File: src/rtl/bmms_pkg.sv
// ----------------------------------------------------------------------------
// Block matching motion search package
// Shared types and constants for the motion search controller and datapath.
// ----------------------------------------------------------------------------
`default_nettype none

package bmms_pkg;

    localparam int BLOCK_SIZE  = 8;
    localparam int MAX_OFFSETS = 64;

    localparam logic [1:0] OP_LOAD_SRC = 2'd0;
    localparam logic [1:0] OP_LOAD_REF = 2'd1;
    localparam logic [1:0] OP_SEARCH   = 2'd2;

    localparam logic [1:0] CFG_X_RANGE = 2'd0;
    localparam logic [1:0] CFG_Y_RANGE = 2'd1;
    localparam logic [1:0] CFG_V_STEP  = 2'd2;

    typedef struct packed {
        logic [1:0]  opcode;
        logic [6:0]  row;
        logic [6:0]  col;
        logic [7:0]  pixel;
        logic [13:0] init_sad;
        logic [5:0]  init_x;
        logic [5:0]  init_y;
    } t_in_item;

    typedef struct packed {
        logic [13:0] best_sad;
        logic [5:0]  best_x;
        logic [5:0]  best_y;
        logic        improved;
    } t_out_item;

    // Commands from the controller to the datapath.
    typedef struct packed {
        logic       start;      // load initial best values
        logic       rd_en;      // issue a pixel read at (cy, cx, pr, pc)
        logic [5:0] cy;
        logic [5:0] cx;
        logic [2:0] pr;
        logic [2:0] pc;
        logic       first;      // first pixel of a candidate
        logic       last;       // last pixel of a candidate
    } t_dp_cmd;

endpackage

`default_nettype wire

File: src/rtl/bmms_ctrl.sv
// ----------------------------------------------------------------------------
// Motion search controller
// Walks candidates and pixels, and runs the input and output handshakes.
// ----------------------------------------------------------------------------
`default_nettype none

module bmms_ctrl
    import bmms_pkg::*;
#(
    parameter int WINDOW_W = 72,
    parameter int WINDOW_H = 72
) (
    input  wire logic     i_clk,
    input  wire logic     i_rst_n,
    input  wire logic     i_cfg_we,
    input  wire logic [6:0] i_cfg_index,
    input  wire logic [6:0] i_cfg_data,
    input  wire logic     i_in_valid,
    output      logic     o_in_ready,
    input  wire t_in_item i_item,
    output      logic     o_out_valid,
    input  wire logic     i_out_ready,
    output      logic     o_src_we,
    output      logic     o_ref_we,
    output      t_dp_cmd  o_cmd,
    input  wire logic     i_dp_idle
);

    localparam int XLIM = (WINDOW_W - 7 < MAX_OFFSETS) ? WINDOW_W - 7 : MAX_OFFSETS;
    localparam int YLIM = (WINDOW_H - 7 < MAX_OFFSETS) ? WINDOW_H - 7 : MAX_OFFSETS;

    typedef enum logic [1:0] {
        S_IDLE,
        S_SCAN,
        S_DRAIN,
        S_OUT
    } t_state;

    t_state     r_state;
    logic [6:0] r_x_range, r_y_range;
    logic [1:0] r_v_step;
    logic [6:0] r_xb, r_yb;
    logic       r_step2;
    logic [5:0] r_cy, r_cx;
    logic [2:0] r_pr, r_pc;
    logic       r_out_valid;
    logic       accept;
    logic       last_pix;
    logic [6:0] nx, ny;

    assign accept   = i_in_valid && o_in_ready;
    assign last_pix = (r_pr == 3'd7) && (r_pc == 3'd7);
    assign nx       = 7'(r_cx) + 7'd1;
    assign ny       = 7'(r_cy) + (r_step2 ? 7'd2 : 7'd1);

    always_ff @(posedge i_clk) begin
        if (!i_rst_n) begin
            r_state     <= S_IDLE;
            r_out_valid <= 1'b0;
            r_x_range   <= 7'd64;
            r_y_range   <= 7'd64;
            r_v_step    <= 2'd2;
        end else begin
            if (i_cfg_we) begin
                case (i_cfg_index[1:0])
                    CFG_X_RANGE: if (i_cfg_index[6:2] == 5'd0) r_x_range <= i_cfg_data;
                    CFG_Y_RANGE: if (i_cfg_index[6:2] == 5'd0) r_y_range <= i_cfg_data;
                    CFG_V_STEP:  if (i_cfg_index[6:2] == 5'd0) r_v_step <= i_cfg_data[1:0];
                    default: ;
                endcase
            end
            case (r_state)
                S_IDLE: begin
                    if (accept && i_item.opcode == OP_SEARCH) begin
                        r_xb    <= (r_x_range < 7'(XLIM)) ? r_x_range : 7'(XLIM);
                        r_yb    <= (r_y_range < 7'(YLIM)) ? r_y_range : 7'(YLIM);
                        r_step2 <= r_v_step[1];
                        r_cx    <= 6'd0;
                        r_cy    <= 6'd0;
                        r_pr    <= 3'd0;
                        r_pc    <= 3'd0;
                        if ((r_x_range == 7'd0) || (r_y_range == 7'd0)) begin
                            r_state <= S_DRAIN;
                        end else begin
                            r_state <= S_SCAN;
                        end
                    end
                end
                S_SCAN: begin
                    {r_pr, r_pc} <= {r_pr, r_pc} + 6'd1;
                    if (last_pix) begin
                        if (nx < r_xb) begin
                            r_cx <= nx[5:0];
                        end else begin
                            r_cx <= 6'd0;
                            if (ny < r_yb) begin
                                r_cy <= ny[5:0];
                            end else begin
                                r_state <= S_DRAIN;
                            end
                        end
                    end
                end
                S_DRAIN: begin
                    if (i_dp_idle) begin
                        r_out_valid <= 1'b1;
                        r_state     <= S_OUT;
                    end
                end
                S_OUT: begin
                    if (i_out_ready) begin
                        r_out_valid <= 1'b0;
                        r_state     <= S_IDLE;
                    end
                end
                default: r_state <= S_IDLE;
            endcase
        end
    end

    assign o_in_ready  = (r_state == S_IDLE);
    assign o_out_valid = r_out_valid;
    assign o_src_we    = accept && (i_item.opcode == OP_LOAD_SRC)
                         && (i_item.row < 7'd8) && (i_item.col < 7'd8);
    assign o_ref_we    = accept && (i_item.opcode == OP_LOAD_REF)
                         && (32'(i_item.row) < WINDOW_H) && (32'(i_item.col) < WINDOW_W);

    always_comb begin
        o_cmd.start = accept && (i_item.opcode == OP_SEARCH);
        o_cmd.rd_en = (r_state == S_SCAN);
        o_cmd.cy    = r_cy;
        o_cmd.cx    = r_cx;
        o_cmd.pr    = r_pr;
        o_cmd.pc    = r_pc;
        o_cmd.first = (r_pr == 3'd0) && (r_pc == 3'd0);
        o_cmd.last  = last_pix;
    end

endmodule

`default_nettype wire

File: config.mk
export PLATFORM = sky130hd
export DESIGN_NAME = bmms_ctrl
export DESIGN_NICKNAME = d
export VERILOG_FILES = /design/src/rtl/bmms_pkg.sv /design/src/rtl/bmms_ctrl.sv
export SDC_FILE = /design/constraint.sdc
export NUM_CORES = 1
export LEC_CHECK = 0
export ABC_AREA = 1
export BUFFER_PORTS_ARGS = -buffer_cell sky130_fd_sc_hd__buf_4
export CAP_MARGIN = 20
export CORE_UTILIZATION = 47
export CTS_BUF_LIST = sky130_fd_sc_hd__clkbuf_8
export CTS_CLUSTER_DIAMETER = 40
export DETAILED_ROUTE_END_ITERATION = 10
export PLACE_DENSITY = 0.76
export SYNTH_ARGS = -nofsm -noshare
export SYNTH_HDL_FRONTEND = slang
export SYNTH_SLANG_ARGS = --single-unit
File: constraint.sdc
create_clock -name i_clk -period 2.8 [get_ports i_clk]
set_input_delay 0.7 -clock i_clk [delete_from_list [all_inputs] [get_ports i_clk]]
set_output_delay 0.7 -clock i_clk [all_outputs]
set_load 0.05 [all_outputs]
==> metrics.txt <==
Max Freq slightly below 400 MHz; antenna violations before repair 0; dpl ws 170 ps; pin count of the biggest net entering global routing 17; Final Setup Violations 0; Initial Utilization 0.486; layout cell share with drive strength beyond 1 0.205; MaxCap Viol Count 0; vias per cell about 4.9; core area just under 6000 sq um; global-route wire length before repair ~9300 um; Mapped Nets 445; clock share of power 0.200; num rows 28; die area ~6400 sq um; Final Slew Violations 0; fin crit share 0.928; Area growth syn-to-layout 23.3%; DRC violations left 0; Setup crit end kind flop; Routability Congestion just under 0.8; CTS tree yes; clock skew approximately 6 ps; Post-CTS Hold Buffers 0; PwrDens roughly 720 nW/um^2; Max-slew headroom 0.571; Layout Nets 507; status completed; Hold/Removal Path Class reg2reg; vias in the first global route approximately 2200; Power Internal 1.53 mW; RSZ-0062 raised after global routing false; switching share of total power 0.398; Die Wd ~80 um; CP max FO 6; Setup CP Type reg2reg; Worst-Skew Late Latency 300 ps; Max VDD drop between 400 and 500 uV; Synth Register Bits 51; routed wire length 5520 um; Final WS setup a little over 200 ps; Worst Path Arrival around 2600 ps; Leak approximately 1.7 nW; Psw between 1 and 1.5 mW; Antenna Cells 0; clock buffer depth 2; drt first-iter violations 89; Final Hold Fails 0; Cell Count Post-Placement 480; Post-DP HPWL 4390 um; Req. time, crit path 2820 ps; post-layout util 0.599; die height ~80 um; sequential share of the synthesized area 0.470; Clock transition at path regs around 90 ps; Slew @ Worst Pin about 640 ps; routed len/inst 11.3 um; H-tree levels 2; port bufs 55; Comb pwr share 0.420; GRT Util Overall 0.184; Seq pwr share 0.381; Synth Cell Area about 2900 sq um; io pins 96; post-synth cell types 26; Routed Antenna Nets 0; clock sink count between 50 and 60; CTS Buf Count 5; clock root cell clkbuf_8; cell count after synthesis 352; non-filler cells in the finished layout 490; critical path startpoint category flop; syn avg cell area slightly above 8 sq um; Pre-antenna DRT Iters 7; Ys Warns 0; vias ~2400; gr ovfl total 0; minimum clock period around 2600 ps
cells in the mapped netlist:
library cell | instances | area share
nand4_1 | 10 | 0.022
nand3_1 | 16 | 0.028
edfxtp_1 | 33 | 0.34
dfxtp_1 | 18 | 0.13
buf_4 | 1 | 0.0026
clkbuf_1 | 5 | 0.0065
nand3b_1 | 1 | 0.0026
nor3_1 | 12 | 0.021
nor4_1 | 1 | 0.0022
o211a_1 | 1 | 0.0035
o21ai_0 | 11 | 0.019
and3b_1 | 1 | 0.0030
nor2_4 | 1 | 0.0039
fa_1 | 1 | 0.0070
ha_1 | 22 | 0.096
inv_1 | 68 | 0.089
nor4_4 | 1 | 0.0074
a21oi_1 | 20 | 0.035
buf_2 | 1 | 0.0017
nand2_4 | 1 | 0.0039
nand2_1 | 58 | 0.076
o21bai_1 | 1 | 0.0026
or2_2 | 4 | 0.0087
buf_1 | 1 | 0.0013
xor2_1 | 4 | 0.012
nor2_1 | 59 | 0.077
worst max-delay path: stages (launching register included):
cell,delay [ps]
edfxtp_1,400
inv_1,60
ha_2,190
fa_2,340
nand2_1,80
inv_2,50
nand2_1,50
nand2_1,50
nand2_1,70
inv_1,50
ha_1,300
nand2_1,80
a21oi_1,60
nor2_1,150
a21oi_2,80
nor3_2,140
buf_4,170
routing by layer:
layer	wire (um)	track usage
met1	2500	0.229
met2	2700	0.320
met3	227	0.0352
met4	95	0.0589
met5	0	0
placed cells by master, fill, tap and decap left out, drive strengths merged:
master	instances
o21bai	1
clkinv	1
buf	63
nand2	59
nand3	16
nor3	12
dfxtp	18
and3b	1
o21ai	11
a21oi	20
fa	1
nor4	2
bufinv	1
inv	69
nand3b	1
o211a	1
ha	22
or2	4
clkbuf	5
edfxtp	33
nor2	60
nand4	10
xor2	4
flip-flops by register name, summed over array words and instances (netlist names), 2 cells and up:
name       flops
r_cy           6
r_pc           3
r_cx           6
r_y_range      7
r_yb           7
r_x_range      7
r_pr           3
r_state        2
r_xb           7
final cells by class:
cell class,count,area (sq um)
multi-input cells,225,1260
clock buffers,5,68.8
inverters,68,255
clock inverters,3,42.5
well taps,75,93.8
fillers,543,2370
flip-flops and latches,51,1350
repair buffers,63,473
cells by family (layout without fill, tap and decap cells):
group	after synthesis	in the layout	share of synthesized area
buffers and inverters	76	139	0.101
AOI/OAI and AO/OA	33	33	0.0600
and+or+nand+nor	165	165	0.255
xor gates and xnor gates	4	4	0.0122
DFF	51	51	0.470
adders and majority gates	23	23	0.103
through the flow:
step	setup TNS, ps	hold WS (ps)	total power, mW	area, sq um
2_1_floorplan	-49.7	409	1.72	2900
3_3_place_gp	0	466	2.00	3420
3_5_place_dp	0	465	2.04	3420
4_1_cts	0	481	2.55	3530
5_1_grt	0	502	2.72	3550
6_report	0	477	2.55	3550
path summary, 6_finish.rpt:
check | cells after the start | end | slack, ps | from
max | 16 | r_cy[5]$_SDFFCE_PN0P_ | 200 | r_step2$_DFFE_PP_
min | 0 | r_step2$_DFFE_PP_ | 480 | r_v_step[1]$_SDFFE_PN1P_
max reg2reg | 16 | r_cy[5]$_SDFFCE_PN0P_ | 200 | r_step2$_DFFE_PP_
min reg2reg | 0 | r_step2$_DFFE_PP_ | 480 | r_v_step[1]$_SDFFE_PN1P_
power by group through the flow:
stage	combinational, mW	clock (mW)	sequential (mW)
final	1.07	0.508	0.969
after global routing	1.19	0.544	0.980
after CTS	1.06	0.518	0.971
after detailed placement	1.05	0	0.989
after global placement	1.01	0	0.984
after floorplan	0.578	0	1.14
what timing repair did:
action                                  in CTS  in global routing
buffers inserted                             0                  2
gates resized for setup                      0                  2
endpoints found under the setup margin       0                  8
hold endpoints to repair                     0                  0
Power figures use the tool's default switching activity.
